### src/kmer_repeat_low_entropy_detector_core_defines.svh
// assertion macros shared by the detector modules
`ifndef KMER_REPEAT_LOW_ENTROPY_DETECTOR_CORE_DEFINES_SVH
`define KMER_REPEAT_LOW_ENTROPY_DETECTOR_CORE_DEFINES_SVH

// condition must never hold outside reset
`define KMRD_ASSERT_NEVER(lbl, cond, msg) \
  lbl: assert property (@(posedge clk) disable iff (rst) !(cond)) else $error(msg);

// consequence must hold in the same cycle
`define KMRD_ASSERT_IMPLIES(lbl, ante, cons, msg) \
  lbl: assert property (@(posedge clk) disable iff (rst) (ante) |-> (cons)) \
    else $error(msg);

// consequence must hold in the next cycle
`define KMRD_ASSERT_NEXT(lbl, ante, cons, msg) \
  lbl: assert property (@(posedge clk) disable iff (rst) (ante) |=> (cons)) \
    else $error(msg);

`endif

### src/kmrd_pkg.sv
// shared constants and types of the low-entropy read detector
package kmrd_pkg;

  localparam int KMER_LEN     = 3;
  localparam int MAX_READ_LEN = 1024;

  localparam int FIELD_W     = 11;
  localparam int FRAC_W      = 9;
  localparam int FRAC_RESET  = 77;
  localparam int POS_W       = $clog2(MAX_READ_LEN + 1);
  localparam int KMER_W      = 2 * KMER_LEN;
  localparam int TABLE_DEPTH = 1 << KMER_W;

  localparam int IN_TDATA_W  = 64;
  localparam int OUT_TDATA_W = 8;

  localparam int FIFO_DEPTH = 4;
  localparam int FIFO_AW    = $clog2(FIFO_DEPTH);

  localparam logic CMD_HEADER = 1'b0;
  localparam logic CMD_BASE   = 1'b1;

  // one queued work item: a header carries thresholds, a base carries its k-mer
  typedef struct packed {
    logic              is_header;
    logic              last;
    logic [KMER_W-1:0] kmer;
    logic [POS_W-1:0]  pos;
    logic              countable;
    logic              in_seg1;
    logic              in_seg2;
    logic [POS_W-1:0]  thr_total;
    logic [POS_W-1:0]  thr_seg1;
    logic [POS_W-1:0]  thr_seg2;
  } entry_t;

endpackage

### src/kmrd_fifo.sv
// short queue between the front and back ends
`include "kmer_repeat_low_entropy_detector_core_defines.svh"

module kmrd_fifo
  import kmrd_pkg::*;
(
  input  logic   clk,
  input  logic   rst,
  input  logic   push,
  input  entry_t push_entry,
  output logic   full,
  input  logic   pop,
  output entry_t pop_entry,
  output logic   not_empty
);

  entry_t             slots [FIFO_DEPTH];
  logic [FIFO_AW-1:0] wr_ptr;
  logic [FIFO_AW-1:0] rd_ptr;
  logic [FIFO_AW:0]   count;

  assign full      = (count == (FIFO_AW + 1)'(FIFO_DEPTH));
  assign not_empty = (count != '0);
  assign pop_entry = slots[rd_ptr];

  always_ff @(posedge clk) begin
    if (push) begin
      slots[wr_ptr] <= push_entry;
    end
  end

  always_ff @(posedge clk) begin
    if (rst) begin
      wr_ptr <= '0;
      rd_ptr <= '0;
      count  <= '0;
    end else begin
      if (push) begin
        wr_ptr <= wr_ptr + FIFO_AW'(1);
      end
      if (pop) begin
        rd_ptr <= rd_ptr + FIFO_AW'(1);
      end
      case ({push, pop})
        2'b10:   count <= count + (FIFO_AW + 1)'(1);
        2'b01:   count <= count - (FIFO_AW + 1)'(1);
        default: count <= count;
      endcase
    end
  end

  `KMRD_ASSERT_NEVER(a_fifo_overflow, push && full, "transfer into a full queue")
  `KMRD_ASSERT_NEVER(a_fifo_underflow, pop && !not_empty, "pop from an empty queue")

endmodule

### config.mk
export PLATFORM = sky130hd
export DESIGN_NAME = kmrd_fifo
export DESIGN_NICKNAME = d
export VERILOG_FILES = /design/src/kmrd_pkg.sv /design/src/kmrd_fifo.sv
export VERILOG_INCLUDE_DIRS = /design/src /design/src/src
export SDC_FILE = /design/constraint.sdc
export NUM_CORES = 1
export LEC_CHECK = 0
export ABC_CLOCK_PERIOD_IN_PS = 6300
export BUFFER_PORTS_ARGS = -buffer_cell sky130_fd_sc_hd__buf_4
export CELL_PAD_IN_SITES_DETAIL_PLACEMENT = 1
export CELL_PAD_IN_SITES_GLOBAL_PLACEMENT = 2
export CORE_UTILIZATION = 40
export CTS_CLUSTER_SIZE = 24
export DETAILED_ROUTE_END_ITERATION = 10
export PLACE_DENSITY_LB_ADDON = 0.1
export SYNTH_ARGS = -nofsm -noshare
export SYNTH_HDL_FRONTEND = slang
export SYNTH_SLANG_ARGS = --single-unit
### constraint.sdc
create_clock -name clk -period 6.3 [get_ports clk]
set_input_delay 0.315 -clock clk [delete_from_list [all_inputs] [get_ports clk]]
set_output_delay 0.315 -clock clk [all_outputs]
set_load 0.03 [all_outputs]
==> metrics.cfg <==
[synth]
synthMuxAreaShare_pct=15.2
syn_inst=330
yosys.area_share.simple_pct=0.890
synth_most_common_cell=edfxtp_1
synthArstFlopShare_pct=0
synth-compound-area-share_pct=0.119
synthXorXnorAreaFrac_pct=0.519
synth_fa_ha_area_share_pct=0.979
synth_area_leaders=edfxtp_1 (78%), mux4_2 (13%), dfxtp_1 (2.1%)
yosysSeqAreaShare_pct=80.5
syn_nets=395
synth_top_family_by_area=multiplexers
ys_top_cells_by_count=edfxtp_1 (220), mux4_2 (50), dfxtp_1 (9)
synth_edf_count=220
avgSynthCellArea_um2=25.6
syn_area_um2=8430
ys.flop_type=edfxtp_1
synth_top_cell_area_share_pct=78.3
synth_warnings=0
yosys.cell_types.count=22
synth_top_area_cell=edfxtp_1
synth-seq-cells=229

[critical_path]
start_kind=flop
worst_path_max_delay_cell=dfxtp_4
r2r_slack_ns=4.13
crit_buf_inv=2
crit_top_cell=buf_4
cp.required_ns=5.98
path_max_fanout=30
path_class=flop to output port
cpPeakStageDelay_ns=0.70
cp_top_family=buffers and inverters
crit_arrival_ns=2.70
path_cells=buf_4, mux4_1, buf_4
cp-end-kind=output port

[route]
vias_per_cell=4.99
dr_total_vias=3850
met3WireLength_um=740
met1_length_um=6660
ant_nets=0
route.met2.wl_um=8050
wire_per_inst_um=20.4
wl_um=15700
drtPass1Iterations=4
highest_layer=met4
remaining_drc_errors=0
drtIter0Drc=219

[power]
leakagePower_uw=0.00355
max-vdd-ir-drop_v=0.000220
powerDensity_nw_per_um2=331

[timing]
worst_pin_slew_ns=0.801
clock-skew-final_ns=0.00870
slew_headroom_pct=46.6
tns_ns=0
maxSlewViolCount=0
min_period_ns=3.01
rsz0062_at_grt=no
setup_viol=0
hold_viol=0
fmax_ghz=0.332
period_share_pct=47.8
whs_ns=0.0211

[global_route]
antenna_found_initial=0
grt_pass1_vias=4294
grt-ovfl-total=0
grt_max_degree=35
grt_pass1_wl_um=24100
grt_use_total_pct=14.9

[floorplan]
chipWidth_um=147
die_area_um2=21700
core_area_um2=20400
start_util_pct=41.3
io-pin-count=116
num_rows=52
floorplan.die.height_um=147

[clocking]
cts-root-buf=clkbuf_16
cts.sinks=229
cts-htree-levels=1
clk_latency_ns=0.50
clk_pin_slew_worst_paths_ns=0.06
numCtsBuffers=23
clockBufferDepth=3
post_cts_buffers=0
cts_tree=done

[worst_hold_path]
hold_path_class=input pin to flop

[layout]
synthToLayoutAreaGrowth_pct=24.0
post-route-util_pct=51.2
layout-drive-gt1-share_pct=40.8
fin_nets=552
antenna_cells=0

[place]
hpwl_um=9230
gp_congestion=0.669
port-buffer-count=115

[status]
status=finished clean

[flow_run]
drv_cap=0

## power by group
group | switching [µW] | total (µW) | internal [µW]
Clock | 527 | 1240 | 711
Combinational | 248 | 443 | 194
Sequential | 34.4 | 1780 | 1750
Total | 810 | 3460 | 2650
## what timing repair did
action | in CTS | in global routing
hold buffers | 24 | 0
resized for setup | 0 | 0
hold endpoints to repair | 88 | 0
## final timing paths
| check | from | to | depth (start not counted) |
|---|---|---|---|
| min reg2reg | count[2]$_SDFFE_PP0P_ | count[2]$_SDFFE_PP0P_ | 2 |
| min | push_entry[47] | slots[0][47]$_DFFE_PP_ | 1 |
| max reg2reg | wr_ptr[0]$_SDFFE_PP0P_ | slots[2][11]$_DFFE_PP_ | 4 |
| max | flop | pop_entry[48] | 3 |
## cells in the final DEF, fill, tap and decap left out, drive strengths merged, types with 2 or more instances in the layout
| cell | instances |
|---|---|
| clkbuf | 30 |
| dfxtp | 9 |
| ha | 5 |
| mux2i | 2 |
| nor2 | 7 |
| dlygate4sd3 | 24 |
| mux4 | 55 |
| edfxtp | 220 |
| or3 | 2 |
| xor2 | 2 |
| clkinv | 9 |
| xnor2 | 3 |
| and2 | 4 |
| buf | 121 |
| inv | 3 |
## state kept, by name (all words and copies together) (netlist names), named ones only
name / cells
count: 3
rd_ptr: 2
slots: 220
wr_ptr: 2
## metrics by stage
stage / total power [µW] / area [µm²] / cells / setup WS, ns
after floorplan: 2090 / 8430 / 330 / 4.04
final: 3460 / 10500 / 772 / 3.29
after detailed placement: 2260 / 9540 / 708 / 3.70
after global routing: 3590 / 10500 / 772 / 3.07
after CTS: 3520 / 10500 / 772 / 3.16
after global placement: 2250 / 9540 / 708 / 3.71
## routing by layer
metal | track usage, % | vias to the layer above
li1 | - | 1720
met1 | 18.7 | 2028
met2 | 26.2 | 84
met3 | 3.17 | 18
met4 | 3.92 | 0
met5 | 0 | -
## logic make-up after synthesis
| logic type | count (synthesis) |
|---|---|
| XOR/XNOR | 5 |
| AO/OA/AOI/OAI | 2 |
| buffers and inverters | 16 |
| AND/OR/NAND/NOR | 15 |
| multiplexers | 57 |
| adder cells (fa/ha/maj) | 6 |
| flip-flops | 229 |
## layout make-up
cell class / count / area (µm²)
Inverter: 3 / 11.3
Multi-Input combinational cell: 85 / 1490
Timing Repair Buffer: 145 / 1150
Clock inverter: 10 / 72.6
Sequential cell: 229 / 6790
Fill cell: 1867 / 9970
Clock buffer: 30 / 602
Tap cell: 270 / 338
(Power assumes the default switching activity.)
