`src/kmer_repeat_low_entropy_detector_core_defines.svh`:
```
// assertion macros shared by the detector modules
`ifndef KMER_REPEAT_LOW_ENTROPY_DETECTOR_CORE_DEFINES_SVH
`define KMER_REPEAT_LOW_ENTROPY_DETECTOR_CORE_DEFINES_SVH

// condition must never hold outside reset
`define KMRD_ASSERT_NEVER(lbl, cond, msg) \
  lbl: assert property (@(posedge clk) disable iff (rst) !(cond)) else $error(msg);

// consequence must hold in the same cycle
`define KMRD_ASSERT_IMPLIES(lbl, ante, cons, msg) \
  lbl: assert property (@(posedge clk) disable iff (rst) (ante) |-> (cons)) \
    else $error(msg);

// consequence must hold in the next cycle
`define KMRD_ASSERT_NEXT(lbl, ante, cons, msg) \
  lbl: assert property (@(posedge clk) disable iff (rst) (ante) |=> (cons)) \
    else $error(msg);

`endif

```
`src/kmrd_pkg.sv`:
```
// shared constants and types of the low-entropy read detector
package kmrd_pkg;

  localparam int KMER_LEN     = 3;
  localparam int MAX_READ_LEN = 1024;

  localparam int FIELD_W     = 11;
  localparam int FRAC_W      = 9;
  localparam int FRAC_RESET  = 77;
  localparam int POS_W       = $clog2(MAX_READ_LEN + 1);
  localparam int KMER_W      = 2 * KMER_LEN;
  localparam int TABLE_DEPTH = 1 << KMER_W;

  localparam int IN_TDATA_W  = 64;
  localparam int OUT_TDATA_W = 8;

  localparam int FIFO_DEPTH = 4;
  localparam int FIFO_AW    = $clog2(FIFO_DEPTH);

  localparam logic CMD_HEADER = 1'b0;
  localparam logic CMD_BASE   = 1'b1;

  // one queued work item: a header carries thresholds, a base carries its k-mer
  typedef struct packed {
    logic              is_header;
    logic              last;
    logic [KMER_W-1:0] kmer;
    logic [POS_W-1:0]  pos;
    logic              countable;
    logic              in_seg1;
    logic              in_seg2;
    logic [POS_W-1:0]  thr_total;
    logic [POS_W-1:0]  thr_seg1;
    logic [POS_W-1:0]  thr_seg2;
  } entry_t;

endpackage

```
`src/kmrd_back.sv`:
```
// back end: per-k-mer table read-modify-write, thresholds and sticky flag
`include "kmer_repeat_low_entropy_detector_core_defines.svh"

module kmrd_back
  import kmrd_pkg::*;
(
  input  logic   clk,
  input  logic   rst,
  input  entry_t entry,
  input  logic   entry_valid,
  output logic   pop,
  output logic   res_valid,
  input  logic   res_ready,
  output logic   res_flag
);

  typedef struct packed {
    logic [POS_W-1:0] next_pos;
    logic [POS_W-1:0] total;
    logic [POS_W-1:0] seg1;
    logic [POS_W-1:0] seg2;
  } row_t;

  row_t                   table_mem [TABLE_DEPTH];
  row_t                   rd_row;
  logic [TABLE_DEPTH-1:0] row_valid;

  logic              s1_valid;
  entry_t            s1;
  logic              fwd_valid;
  logic [KMER_W-1:0] fwd_addr;
  row_t              fwd_row;
  logic [POS_W-1:0]  thr_total, thr_seg1, thr_seg2;
  logic              flagged;

  logic stall, adv, s1_base, counted, hit, wr_en, flagged_next, hdr_now;
  row_t cur_row, new_row;

  always_comb begin
    s1_base = s1_valid && !s1.is_header;
    hdr_now = s1_valid && s1.is_header;
    stall   = s1_base && s1.last && res_valid && !res_ready;
    adv     = !stall;
    pop     = adv && entry_valid;

    // the row written on the edge of this entry's read is not yet in the memory
    if (fwd_valid && (fwd_addr == s1.kmer)) begin
      cur_row = fwd_row;
    end else if (row_valid[s1.kmer]) begin
      cur_row = rd_row;
    end else begin
      cur_row = '0;
    end

    counted = s1_base && s1.countable && (cur_row.next_pos <= s1.pos);
    new_row.next_pos = s1.pos + POS_W'(KMER_LEN);
    new_row.total    = cur_row.total + POS_W'(1);
    new_row.seg1     = cur_row.seg1 + POS_W'(s1.in_seg1);
    new_row.seg2     = cur_row.seg2 + POS_W'(s1.in_seg2);
    hit = (new_row.total >= thr_total) || (new_row.seg1 >= thr_seg1) ||
          (new_row.seg2 >= thr_seg2);
    wr_en = adv && counted;

    if (s1_valid && s1.is_header) begin
      flagged_next = 1'b0;
    end else if (counted && hit) begin
      flagged_next = 1'b1;
    end else begin
      flagged_next = flagged;
    end
  end

  always_ff @(posedge clk) begin
    if (wr_en) begin
      table_mem[s1.kmer] <= new_row;
    end
    if (pop) begin
      rd_row <= table_mem[entry.kmer];
    end
  end

  always_ff @(posedge clk) begin
    if (adv) begin
      s1       <= entry;
      fwd_addr <= s1.kmer;
      fwd_row  <= new_row;
    end
    if (adv && s1_base && s1.last) begin
      res_flag <= flagged_next;
    end
  end

  always_ff @(posedge clk) begin
    if (rst) begin
      s1_valid  <= 1'b0;
      fwd_valid <= 1'b0;
      row_valid <= '0;
      thr_total <= '0;
      thr_seg1  <= '0;
      thr_seg2  <= '0;
      flagged   <= 1'b0;
      res_valid <= 1'b0;
    end else begin
      if (adv) begin
        s1_valid  <= pop;
        fwd_valid <= wr_en;
        flagged   <= flagged_next;
        if (s1_valid && s1.is_header) begin
          row_valid <= '0;
          thr_total <= s1.thr_total;
          thr_seg1  <= s1.thr_seg1;
          thr_seg2  <= s1.thr_seg2;
        end else if (wr_en) begin
          row_valid[s1.kmer] <= 1'b1;
        end
      end
      if (adv && s1_base && s1.last) begin
        res_valid <= 1'b1;
      end else if (res_ready) begin
        res_valid <= 1'b0;
      end
    end
  end

  `KMRD_ASSERT_NEXT(a_hdr_clears_flag, adv && hdr_now, !flagged, "flag kept over a header")
  `KMRD_ASSERT_NEXT(a_flag_sticky, flagged && !hdr_now, flagged, "sticky flag dropped")

endmodule

```
`config.mk`:
```
export PLATFORM = sky130hd
export DESIGN_NAME = kmrd_back
export DESIGN_NICKNAME = d
export VERILOG_FILES = /design/src/kmrd_pkg.sv /design/src/kmrd_back.sv
export VERILOG_INCLUDE_DIRS = /design/src /design/src/src
export SDC_FILE = /design/constraint.sdc
export NUM_CORES = 2
export LEC_CHECK = 0
export BUFFER_PORTS_ARGS = -buffer_cell sky130_fd_sc_hd__buf_4
export CORE_ASPECT_RATIO = 2
export CORE_MARGIN = 2
export CORE_UTILIZATION = 50
export DETAILED_ROUTE_END_ITERATION = 16
export PLACE_DENSITY = 0.69
export SLEW_MARGIN = 20
export SYNTH_ARGS = -nofsm -noshare
export SYNTH_HDL_FRONTEND = slang
export SYNTH_SLANG_ARGS = --single-unit
export TNS_END_PERCENT = 50
```
`constraint.sdc`:
```
create_clock -name clk -period 7.3 [get_ports clk]
set_input_delay 1.46 -clock clk [delete_from_list [all_inputs] [get_ports clk]]
set_output_delay 1.46 -clock clk [all_outputs]
set_load 0.1 [all_outputs]
```
==> results.cfg <==
[floorplanning]
num_io_pins = 62
rows = 252
dieWidth_microns = 347
coreArea_sq_um = 235000
chipHeight_microns = 690
dieArea_sq_um = 240000
start_util = 0.501

[detailed_routing]
avgViaCountPerCell = 6.49
detail_route.wl_per_cell_microns = 34.3
ant_nets = 0
wl_microns = 294000
drc_errors = 0
drt_first_pass_iters = 5
dr.first_iter.drc_count = 7827
vias = 55700

[clock_network]
tritoncts = done
cts.path.max_buffers = 4
cts.sinks = 3067
h-tree-depth = 5
root_buffer = clkbuf_16
cts.clk_slew.worst_paths_ns = 0.06
postCtsHoldBufs = 0
clock_latency_ns = 0.86
cts_made_buffers = 276
cts_setup_buffers = 0
post_cts_resized = 0

[critical_path]
critPathMaxFanout = 21
cp_common_cell = buf_4
required_ns = 7.89
cpMaxStageDelayCell = edfxtp_1
worstSetupPathType = flop to flop
path_cells = and2b_1 > a22oi_1 > nand3b_1 > a211o_1 > a31oi_4 > buf_4 > a22o_1 > ha_1 > ha_2 > and3_1 > nand4_1 > a21oi_1 > a21boi_2 > xnor2_2 > ha_1 > or4_1 > a2111oi_0 > buf_4 > nand2_1 > o41ai_1 > buf_4 > a31oi_1
arrival_ns = 7.31
end_kind = flop
startpoint_type = flop
max_stage_delay_ns = 0.94

[logic_synthesis]
ys_warn_count = 0
synth_area_leaders = edfxtp_1 76%, mux4_2 18%, dfxtp_1 1.7%
synth_xor_area_frac = 0.00275
synth_area_sq_um = 118000
synth_ff_type = edfxtp_1
synth_top_area_cell = edfxtp_1
yosysSeqAreaShare = 0.773
synth-edff-count = 2966
synth-async-reset-ratio = 0
syn-num-nets = 5106
synth_top_family_by_area = multiplexers
synth-simple-area-share = 0.0133
syn_inst = 4997
avgSynthCellArea_sq_um = 23.6
synth_mux_area_frac = 0.180
synth.top_cell.area_share = 0.756
synth_seq_cells = 3067
synth_compound_area_frac = 0.0143
ys_types = 63
synth_fa_ha_area_frac = 0.00531

[timing]
worst_pin_slew_ns = 1.16
hold_viol_final = 0
period_share = 0.921
finalMaxSlewViolations = 0
finClkSkew_ns = 0.0435
slew_headroom = 0.222
setup_violations = 0
min_period_ns = 6.73
rsz0062_at_grt = false
clock.fmax_mhz = 149

[min_path]
hold_path.class = flop to flop

[global_routing]
grt_usage = 0.246
grt.overflow.total = 0
grt_pass1_vias = 56100
antenna_found_initial = 19
grt_pass1_wl_microns = 419000
grt_max_degree = 90

[final_layout]
final_cells = 8577
nNetsFinal = 5422
syn2layout_area_growth_pct = 13.0
final_layout_size_suffix_gt1_frac = 0.311
fillers = 16400
fin_util = 0.566

[pwr]
p_per_area_nw_per_um2 = 272
cellLeakagePower_nw = 42.0
ir_drop_mv = 0.260

[place]
portBuffers = 61
dp.cells = 8083
place.gp.congestion = 0.885
hpwl_microns = 173000

[outcome]
outcome = complete, no violations

[flow_run]
cap_violations = 0
[state kept, by name, summed over array words and instances (netlist names)]
name	count
s1_valid	1
thr_total	11
res_valid	1
flagged	1
fwd_valid	1
res_flag	1
fwd_addr	6
row_valid	64
thr_seg1	11
table_mem	2816
rd_row	44
fwd_row	44
thr_seg2	11
s1	55
[layer usage]
metal / part of all wire / vias up / track usage
li1: - / 22000 / -
met1: 0.38 / 30100 / 0.341
met2: 0.50 / 3137 / 0.401
met3: 0.093 / 521 / 0.0424
met4: 0.035 / 4 / 0.0799
met5: 0.000092 / - / 0
[worst max-delay path, delay by kind of cell, from the launching register on]
kind                     cells  cell delay [ns]
AO/OA/AOI/OAI                9             2.69
AND/OR/NAND/NOR              6             1.31
flip-flops                   1             0.94
adder cells (fa/ha/maj)      3             0.72
buffers and inverters        3             0.68
XOR/XNOR                     1             0.11
[per-stage QoR]
step	instance area, sq um	worst slack (ns)	power (W)	TNS (ns)	hold slack, ns
floorplan	118000	-0.253	0.0212	-453.48	0.421
global placement	124000	0.557	0.0221	0	0.445
detailed placement	124000	0.553	0.0221	0	0.452
CTS	133000	0.538	0.0364	0	0.465
global route	133000	0.224	0.0371	0	0.478
finish	133000	0.574	0.0362	0	0.465
[worst paths after layout]
path	slack, ns	endpoint	depth (start not counted)	from
min	0.46	thr_seg2[1]	2	thr_seg2[1]
max reg2reg	0.57	res_flag	22	s1[47]
max	0.57	res_flag	22	s1[47]
min reg2reg	0.46	thr_seg2[1]	2	thr_seg2[1]
[cells in the final DEF, fill, tap and decap left out, types with 56 or more instances in the layout]
master | Yosys | final
edfxtp_1 | 2966 | 2966
mux4_2 | 918 | 918
clkbuf_16 | 0 | 293
buf_4 | 3 | 237
nand2_1 | 123 | 123
dfxtp_1 | 101 | 101
o21a_1 | 71 | 70
nor3_2 | 0 | 64
clkbuf_1 | 143 | 63
a21oi_1 | 63 | 60
buf_12 | 0 | 56
[cell families (layout without fill, tap and decap cells)]
logic type / after synthesis / count (layout)
AO/OA/AOI/OAI: 245 / 245
other: 0 / 9
adder cells (fa/ha/maj): 50 / 50
XOR/XNOR: 37 / 37
AND/OR/NAND/NOR: 319 / 319
flip-flops: 3067 / 3067
multiplexers: 964 / 964
buffers and inverters: 315 / 838
[cells in the mapped netlist, types with 5 or more instances]
master    instances
and3_1            6
xnor2_1          29
xor2_1            8
nor2_1           22
a21oi_1          63
inv_1            55
a22oi_1          23
buf_2            76
mux2i_1          35
edfxtp_1       2966
ha_1             50
o21a_1           71
a31oi_1           6
nand4_1           8
nand2_1         123
nand2b_1         10
a22o_1           21
mux2_2           11
buf_1            29
o21ai_0          25
mux4_2          918
and4_1            5
nand3_1          24
nand3b_1          6
and2_1            8
nor3_1           73
buf_6             5
nor2b_1          17
clkbuf_1        143
dfxtp_1         101
[where the power goes]
part           switching [W]  internal, W
clock network        0.00624      0.00823
registers          0.0000752       0.0196
logic                0.00133     0.000742
[area by class of cell]
class	count	area, sq um	area share
sequential	3067	91100	0.685
multi-input combinational	1615	26000	0.196
clock buffer	359	7610	0.0572
tap	3048	3810	0.0287
timing repair buffer	298	2990	0.0225
clock inverter	126	1270	0.00958
inverter	55	209	0.00157
antenna	9	22.5	0.000169
(Power assumes the default switching activity.)
