[src/kmer_repeat_low_entropy_detector_core_defines.svh]
// assertion macros shared by the detector modules
`ifndef KMER_REPEAT_LOW_ENTROPY_DETECTOR_CORE_DEFINES_SVH
`define KMER_REPEAT_LOW_ENTROPY_DETECTOR_CORE_DEFINES_SVH

// condition must never hold outside reset
`define KMRD_ASSERT_NEVER(lbl, cond, msg) \
  lbl: assert property (@(posedge clk) disable iff (rst) !(cond)) else $error(msg);

// consequence must hold in the same cycle
`define KMRD_ASSERT_IMPLIES(lbl, ante, cons, msg) \
  lbl: assert property (@(posedge clk) disable iff (rst) (ante) |-> (cons)) \
    else $error(msg);

// consequence must hold in the next cycle
`define KMRD_ASSERT_NEXT(lbl, ante, cons, msg) \
  lbl: assert property (@(posedge clk) disable iff (rst) (ante) |=> (cons)) \
    else $error(msg);

`endif

[src/kmrd_pkg.sv]
// shared constants and types of the low-entropy read detector
package kmrd_pkg;

  localparam int KMER_LEN     = 3;
  localparam int MAX_READ_LEN = 1024;

  localparam int FIELD_W     = 11;
  localparam int FRAC_W      = 9;
  localparam int FRAC_RESET  = 77;
  localparam int POS_W       = $clog2(MAX_READ_LEN + 1);
  localparam int KMER_W      = 2 * KMER_LEN;
  localparam int TABLE_DEPTH = 1 << KMER_W;

  localparam int IN_TDATA_W  = 64;
  localparam int OUT_TDATA_W = 8;

  localparam int FIFO_DEPTH = 4;
  localparam int FIFO_AW    = $clog2(FIFO_DEPTH);

  localparam logic CMD_HEADER = 1'b0;
  localparam logic CMD_BASE   = 1'b1;

  // one queued work item: a header carries thresholds, a base carries its k-mer
  typedef struct packed {
    logic              is_header;
    logic              last;
    logic [KMER_W-1:0] kmer;
    logic [POS_W-1:0]  pos;
    logic              countable;
    logic              in_seg1;
    logic              in_seg2;
    logic [POS_W-1:0]  thr_total;
    logic [POS_W-1:0]  thr_seg1;
    logic [POS_W-1:0]  thr_seg2;
  } entry_t;

endpackage

[src/kmrd_thr_lane.sv]
// three-stage threshold pipeline: round(len * frac / (256 * k)), saturated
module kmrd_thr_lane
  import kmrd_pkg::*;
(
  input  logic               clk,
  input  logic               load,
  input  logic [FIELD_W-1:0] len,
  input  logic               disabled,
  input  logic [FRAC_W-1:0]  frac,
  output logic [POS_W-1:0]   thr
);

  localparam int PROD_W    = FIELD_W + FRAC_W;
  localparam int NUM_W     = PROD_W + 2;
  localparam int DEN_SHIFT = 9;  // 2*len*frac over 512*k
  localparam int X_W       = NUM_W - DEN_SHIFT;
  localparam int RS        = X_W;
  localparam int RECIP     = (1 << RS) / KMER_LEN;
  localparam int RECIP_W   = RS + 1;
  localparam int MUL_W     = X_W + RECIP_W;
  localparam int QK_W      = X_W + 4;
  localparam int HALF      = 256 * KMER_LEN;

  logic [PROD_W-1:0] prod;
  logic              dis1;
  logic [X_W-1:0]    x_r;
  logic [MUL_W-1:0]  m_r;
  logic              dis2;

  logic [NUM_W-1:0] num;
  logic [X_W-1:0]   x;
  logic [X_W-1:0]   q_est;
  logic [QK_W-1:0]  qk;
  logic [QK_W-1:0]  rem;
  logic [X_W-1:0]   q;
  logic [POS_W-1:0] thr_c;

  always_comb begin
    num   = (NUM_W'(prod) << 1) + NUM_W'(HALF);
    x     = X_W'(num >> DEN_SHIFT);
    // reciprocal estimate is low by at most one
    q_est = X_W'(m_r >> RS);
    qk    = QK_W'(q_est) * QK_W'(KMER_LEN);
    rem   = QK_W'(x_r) - qk;
    q     = q_est + X_W'(rem >= QK_W'(KMER_LEN));
    if (dis2 || (q > X_W'(MAX_READ_LEN))) begin
      thr_c = POS_W'(MAX_READ_LEN);
    end else begin
      thr_c = POS_W'(q);
    end
  end

  always_ff @(posedge clk) begin
    if (load) begin
      prod <= PROD_W'(len) * PROD_W'(frac);
      dis1 <= disabled;
    end
    x_r  <= x;
    m_r  <= MUL_W'(x) * MUL_W'(RECIP);
    dis2 <= dis1;
    thr  <= thr_c;
  end

endmodule

[src/kmrd_front.sv]
// front end: takes items, tracks the k-mer window, builds queue entries
module kmrd_front
  import kmrd_pkg::*;
(
  input  logic                  clk,
  input  logic                  rst,
  input  logic                  s_axis_tvalid,
  output logic                  s_axis_tready,
  input  logic [IN_TDATA_W-1:0] s_axis_tdata,
  input  logic                  s_axis_tuser,
  input  logic                  s_axis_tlast,
  input  logic                  cfg_valid,
  output logic                  cfg_ready,
  input  logic [FRAC_W-1:0]     cfg_data,
  input  logic                  fifo_full,
  output logic                  push,
  output entry_t                push_entry
);

  localparam int OFF_BASE = 0;
  localparam int OFF_LEN  = OFF_BASE + 2;
  localparam int OFF_S1S  = OFF_LEN + FIELD_W;
  localparam int OFF_S1E  = OFF_S1S + FIELD_W;
  localparam int OFF_S2S  = OFF_S1E + FIELD_W;
  localparam int OFF_S2E  = OFF_S2S + FIELD_W;
  localparam int CMP_W    = FIELD_W + 1;

  typedef enum logic [1:0] {ST_RUN, ST_WAIT1, ST_WAIT2, ST_PUSH} state_t;

  state_t             state;
  logic [FRAC_W-1:0]  frac;
  logic [KMER_W-1:0]  window;
  logic [POS_W-1:0]   pos;
  logic [POS_W-1:0]   len;
  logic [FIELD_W-1:0] seg1_start, seg1_end, seg2_start, seg2_end;

  logic               hdr_acc, base_acc;
  logic [1:0]         base_in;
  logic [FIELD_W-1:0] rlen, s1s, s1e, s2s, s2e;
  logic [POS_W-1:0]   len_clamp;
  logic [POS_W-1:0]   thr_total, thr_seg1, thr_seg2;
  logic [KMER_W-1:0]  window_next;
  logic [POS_W:0]     pos_inc;
  logic [POS_W-1:0]   p;
  logic [CMP_W-1:0]   p_ext;
  entry_t             base_entry, hdr_entry;

  assign base_in = s_axis_tdata[OFF_BASE +: 2];
  assign rlen    = s_axis_tdata[OFF_LEN +: FIELD_W];
  assign s1s     = s_axis_tdata[OFF_S1S +: FIELD_W];
  assign s1e     = s_axis_tdata[OFF_S1E +: FIELD_W];
  assign s2s     = s_axis_tdata[OFF_S2S +: FIELD_W];
  assign s2e     = s_axis_tdata[OFF_S2E +: FIELD_W];

  assign s_axis_tready = (state == ST_RUN) && !fifo_full;
  assign cfg_ready     = 1'b1;
  assign hdr_acc  = s_axis_tvalid && s_axis_tready && (s_axis_tuser == CMD_HEADER);
  assign base_acc = s_axis_tvalid && s_axis_tready && (s_axis_tuser == CMD_BASE);

  assign len_clamp = (rlen > FIELD_W'(MAX_READ_LEN)) ? POS_W'(MAX_READ_LEN) : POS_W'(rlen);

  kmrd_thr_lane u_thr_total (
    .clk(clk), .load(hdr_acc), .len(FIELD_W'(len_clamp)), .disabled(1'b0),
    .frac(frac), .thr(thr_total)
  );

  kmrd_thr_lane u_thr_seg1 (
    .clk(clk), .load(hdr_acc), .len(s1e - s1s), .disabled(s1e < s1s),
    .frac(frac), .thr(thr_seg1)
  );

  kmrd_thr_lane u_thr_seg2 (
    .clk(clk), .load(hdr_acc), .len(s2e - s2s), .disabled(s2e < s2s),
    .frac(frac), .thr(thr_seg2)
  );

  always_comb begin
    window_next = KMER_W'({window, base_in});
    pos_inc     = (POS_W + 1)'(pos) + (POS_W + 1)'(1);
    // k-mer start, meaningful only when countable
    p           = POS_W'(pos_inc - (POS_W + 1)'(KMER_LEN));
    p_ext       = CMP_W'(p);

    base_entry           = '0;
    base_entry.is_header = 1'b0;
    base_entry.last      = s_axis_tlast;
    base_entry.kmer      = window_next;
    base_entry.pos       = p;
    base_entry.countable = (pos_inc >= (POS_W + 1)'(KMER_LEN)) &&
                           (pos_inc < (POS_W + 1)'(len));
    base_entry.in_seg1   = (p_ext + CMP_W'(1) >= CMP_W'(seg1_start)) &&
                           (p_ext < CMP_W'(seg1_end));
    base_entry.in_seg2   = (p_ext + CMP_W'(1) >= CMP_W'(seg2_start)) &&
                           (p_ext < CMP_W'(seg2_end));

    hdr_entry            = '0;
    hdr_entry.is_header  = 1'b1;
    hdr_entry.thr_total  = thr_total;
    hdr_entry.thr_seg1   = thr_seg1;
    hdr_entry.thr_seg2   = thr_seg2;

    if (state == ST_PUSH) begin
      push       = !fifo_full;
      push_entry = hdr_entry;
    end else begin
      push       = base_acc;
      push_entry = base_entry;
    end
  end

  always_ff @(posedge clk) begin
    if (rst) begin
      state      <= ST_RUN;
      frac       <= FRAC_W'(FRAC_RESET);
      window     <= '0;
      pos        <= '0;
      len        <= '0;
      seg1_start <= '0;
      seg1_end   <= '0;
      seg2_start <= '0;
      seg2_end   <= '0;
    end else begin
      if (cfg_valid && cfg_ready) begin
        frac <= cfg_data;
      end
      case (state)
        ST_RUN: begin
          if (hdr_acc) begin
            state      <= ST_WAIT1;
            window     <= '0;
            pos        <= '0;
            len        <= len_clamp;
            seg1_start <= s1s;
            seg1_end   <= s1e;
            seg2_start <= s2s;
            seg2_end   <= s2e;
          end else if (base_acc) begin
            window <= window_next;
            if (pos < POS_W'(MAX_READ_LEN)) begin
              pos <= POS_W'(pos_inc);
            end
          end
        end
        ST_WAIT1: state <= ST_WAIT2;
        ST_WAIT2: state <= ST_PUSH;
        ST_PUSH: begin
          if (!fifo_full) begin
            state <= ST_RUN;
          end
        end
        default: state <= ST_RUN;
      endcase
    end
  end

endmodule

[config.mk]
export PLATFORM = sky130hd
export DESIGN_NAME = kmrd_front
export DESIGN_NICKNAME = d
export VERILOG_FILES = /design/src/kmer_repeat_low_entropy_detector_core_defines.svh /design/src/kmrd_pkg.sv /design/src/kmrd_thr_lane.sv /design/src/kmrd_front.sv
export SDC_FILE = /design/constraint.sdc
export NUM_CORES = 2
export LEC_CHECK = 0
export ABC_CLOCK_PERIOD_IN_PS = 9500
export BUFFER_PORTS_ARGS = -buffer_cell sky130_fd_sc_hd__buf_2
export CORE_ASPECT_RATIO = 0.8
export CORE_MARGIN = 8
export CORE_UTILIZATION = 53
export CTS_CLUSTER_DIAMETER = 40
export DETAILED_ROUTE_END_ITERATION = 12
export GPL_TIMING_DRIVEN = 0
export PLACE_DENSITY = 0.69
export SETUP_SLACK_MARGIN = 0.4
export SLEW_MARGIN = 5
export SYNTH_ARGS = -nofsm -noshare
export SYNTH_HDL_FRONTEND = slang
export SYNTH_HIERARCHICAL = 1
export SYNTH_SLANG_ARGS = --single-unit
[constraint.sdc]
create_clock -name clk -period 9.5 [get_ports clk]
set_clock_uncertainty 0.05 [all_clocks]
set_input_delay 0.475 -clock clk [delete_from_list [all_inputs] [get_ports clk]]
set_output_delay 0.475 -clock clk [all_outputs]
set_load 0.03 [all_outputs]
==> summary.txt <==
Synth
  – Cells after synthesis: 3290
  – Post-synth top cells: 507 x inv_1, 501 x ha_1, 387 x nand2_1, 326 x fa_1, 192 x dfxtp_1
  – Main synth FF type: dfxtp_1
  – Leading area contributor after synthesis: fa_1
  – Synth top area share: 0.219
  – Yosys warns: 6
  – Synthesized area per cell: 9.06 µm²
  – FFs w/ async S/R, synth: 0
  – Synth cell types: 101
  – Top post-synthesis cells by area: fa_1 22%, ha_1 21%, dfxtp_1 13%, inv_1 6.4%, nand2_1 4.9%
  – Number of synthesized register bits: 234
  – Syn_nets: 4197
  – Register area share after synthesis: 0.171
  – Post-synth EDFFs: 42
  – Most common cell in the netlist: inv_1
  – Synthesized area: 29800 µm²

STA
  – RSZ-0062 raised after global routing: false
  – Period utilization: 0.712
  – Setup TNS: 0 ns
  – Fin. max-slew vios: 0
  – Max Clock Freq: 148 MHz
  – Hold_ws: 0.0596 ns
  – Final-report setup violation count: 0
  – Final hold violation count: 0
  – Worst Tran Pin Value: 0.996 ns
  – Slew headroom: 0.319
  – Tmin final: 6.77 ns

Place
  – Inst Count DP: 4169
  – Detailed Place HPWL: 55900 µm
  – Port Buffer Count: 128
  – Placer congestion estimate: 0.898

Drt
  – DRT iter0 DRCs: 1369
  – # DRC: 0
  – Vias: 22.5k
  – Via density: 5.29
  – Antenna Violating Nets Remaining: 0
  – 1st-pass router iterations: 5
  – Total Wirelength: 68000 µm
  – Drt wl/cell: 16.0 µm

Global routing
  – Vias in the first global route: 22.6k
  – First-pass GRT wire length: 113000 µm
  – Antenna violations before repair: 5
  – Largest net degree at the start of global routing: 52
  – Tot GR Track Use: 0.212
  – Grt ovf: 0

CTS
  – Cells resized by post-CTS repair: 0
  – # clock sinks: 234
  – Hold_buf cts: 0
  – Num CTS Buffers: 41
  – Clock Root Buffer: clkbuf_16
  – Clk_lat worst skew: 0.59 ns
  – # Post-CTS Setup Buffers: 0
  – CTS tree: built
  – H-Tree Level Count: 2
  – Clock slew at reported path FFs: 0.05 ns
  – Clock Tree Buf Depth: 3

Setup path
  – Crit path DAT: 7.22 ns
  – Critical path class: flip-flop to flip-flop
  – Data required, critical path: 9.96 ns
  – FF-to-FF path depth: 21
  – CP Max Fanout: 5
  – Worst r2r src: u_thr_total/prod[9]
  – Startpoint types: flip-flop
  – Setup crit end kind: flip-flop
  – Worst R2R End: u_thr_total/m_r[24]
  – R2R Setup Slk: 2.73 ns

Cells and area
  – Share of layout cells above drive strength 1: 0.0761
  – Fin nets: 4369
  – # fillers: 4869
  – Final cell count without fillers: 4245
  – Area growth, synth to finish: 10.1%

Run status
  – Status: finished clean

Flow run
  – Max-cap violation count: 0

Floorplan
  – Top Ports: 138
  – Initial Util: 0.538
  – # rows: 77
  – Overall die width: 281 µm
  – Chip height: 228 µm
  – DIE AREA: 64100 µm²
  – Core area: 55400 µm²

Hold path
  – Worst Hold End: frac[0]
  – Worst Hold Launch: cfg_data[0]
  – Hold path depth: 2
  – Worst min-delay path category: input port to flip-flop
-- cell families (layout without fill, tap and decap cells) --
logic type	count (synthesis)	after routing	synth area share
AO/OA/AOI/OAI	453	453	0.100
XOR/XNOR	183	183	0.0555
adder cells (fa/ha/maj)	827	827	0.429
buffers and inverters	611	815	0.0787
flip-flops	234	234	0.171
multiplexers	17	17	0.00579
other	2	3	0.000252
AND/OR/NAND/NOR	963	963	0.159
-- final cells by class --
cell class | instances | area [µm²] | area share
inverter | 508 | 1910 | 0.0581
sequential | 234 | 5100 | 0.156
clock inverter | 28 | 335 | 0.0102
multi-input combinational | 2445 | 22400 | 0.681
timing repair buffer | 129 | 646 | 0.0197
clock buffer | 47 | 1080 | 0.0329
buffer | 103 | 443 | 0.0135
tap | 750 | 938 | 0.0286
antenna | 1 | 2.50 | 0.0000763
-- metal layers --
layer  vias up  global-route usage  wire length [µm]
met4         6              0.0714              2160
met3       118              0.0385              3950
met5         -                   0                24
met2       498               0.321             28700
met1     10700               0.303             33200
li1      11200                   -                 -
-- worst max path at each step --
| stage | from | endpoint | slack, ns |
|---|---|---|---|
| 5_1_grt | u_thr_total/prod[9] | u_thr_total/m_r[24] | 2.48 |
| 6_report | u_thr_total/prod[9] | u_thr_total/m_r[24] | 2.73 |
| 3_5_place_dp | s_axis_tdata[36] | u_thr_seg2/prod[18] | 2.42 |
| 3_3_place_gp | s_axis_tdata[24] | u_thr_seg1/prod[19] | 1.78 |
| 2_1_floorplan | s_axis_tdata[24] | u_thr_seg1/prod[19] | 2.80 |
| 4_1_cts | u_thr_total/prod[9] | u_thr_total/m_r[24] | 2.74 |
-- flip-flops by register name, summed over array words and instances (netlist names), 12 cells and up --
register,cells
u_thr_seg2/x_r,13
u_thr_seg2/m_r,12
u_thr_total/prod,13
u_thr_seg2/prod,13
u_thr_seg1/x_r,13
u_thr_seg1/m_r,12
u_thr_total/x_r,13
u_thr_total/m_r,12
u_thr_seg1/prod,13
-- metrics by stage --
stage	setup WS [ns]	util	area (µm²)
finish	2.73	0.592	32800
global route	2.48	0.592	32800
detailed placement	2.42	0.567	31400
CTS	2.74	0.592	32800
global placement	1.78	0.567	31400
floorplan	2.80	-	29800
-- placed cells by master, fill, tap and decap left out, types with 7 or more instances in the layout --
cell | netlist | final
or3_1 | 8 | 8
o211ai_1 | 10 | 10
clkbuf_16 | 0 | 42
edfxtp_1 | 42 | 42
nor4_1 | 11 | 11
a2111oi_0 | 9 | 9
a21boi_0 | 9 | 9
ha_1 | 501 | 501
o21bai_1 | 8 | 8
a21oi_1 | 162 | 162
nor2_1 | 152 | 152
a22oi_1 | 10 | 10
o221ai_1 | 7 | 7
a211oi_1 | 8 | 8
inv_1 | 507 | 507
dfxtp_1 | 192 | 192
a21o_1 | 37 | 37
buf_2 | 4 | 133
fa_1 | 326 | 326
o21ai_0 | 66 | 66
o31ai_1 | 10 | 10
nor3_1 | 38 | 38
nand4_1 | 27 | 27
xor2_1 | 51 | 51
a31oi_1 | 17 | 17
nand2b_1 | 21 | 21
clkbuf_1 | 85 | 88
xnor2_1 | 125 | 125
and3_1 | 21 | 21
nor2b_1 | 52 | 52
nand2_1 | 387 | 387
mux2i_1 | 15 | 15
o21a_1 | 28 | 28
nand3_1 | 49 | 49
a211o_1 | 7 | 7
and2_1 | 143 | 143
-- critical path, stage by stage, from the launching register on --
cell and delay (ns):
edfxtp_1 0.39, and3_1 0.20, and3_1 0.18, nand2_1 0.11, or4b_2 0.66, xnor2_1 0.65
ha_1 0.36, ha_1 0.30, inv_1 0.06, fa_1 0.53, inv_1 0.05, fa_1 0.49
fa_1 0.42, ha_1 0.35, nand2_1 0.09, nor2_1 0.05, or4b_1 0.49, o221a_1 0.27
o41a_1 0.38, a211o_1 0.33, a21oi_2 0.16, xnor2_1 0.12
Power is left out: the tool's default activity adds up to more than one toggle a clock period on the data nets, which glitch-free logic cannot reach.
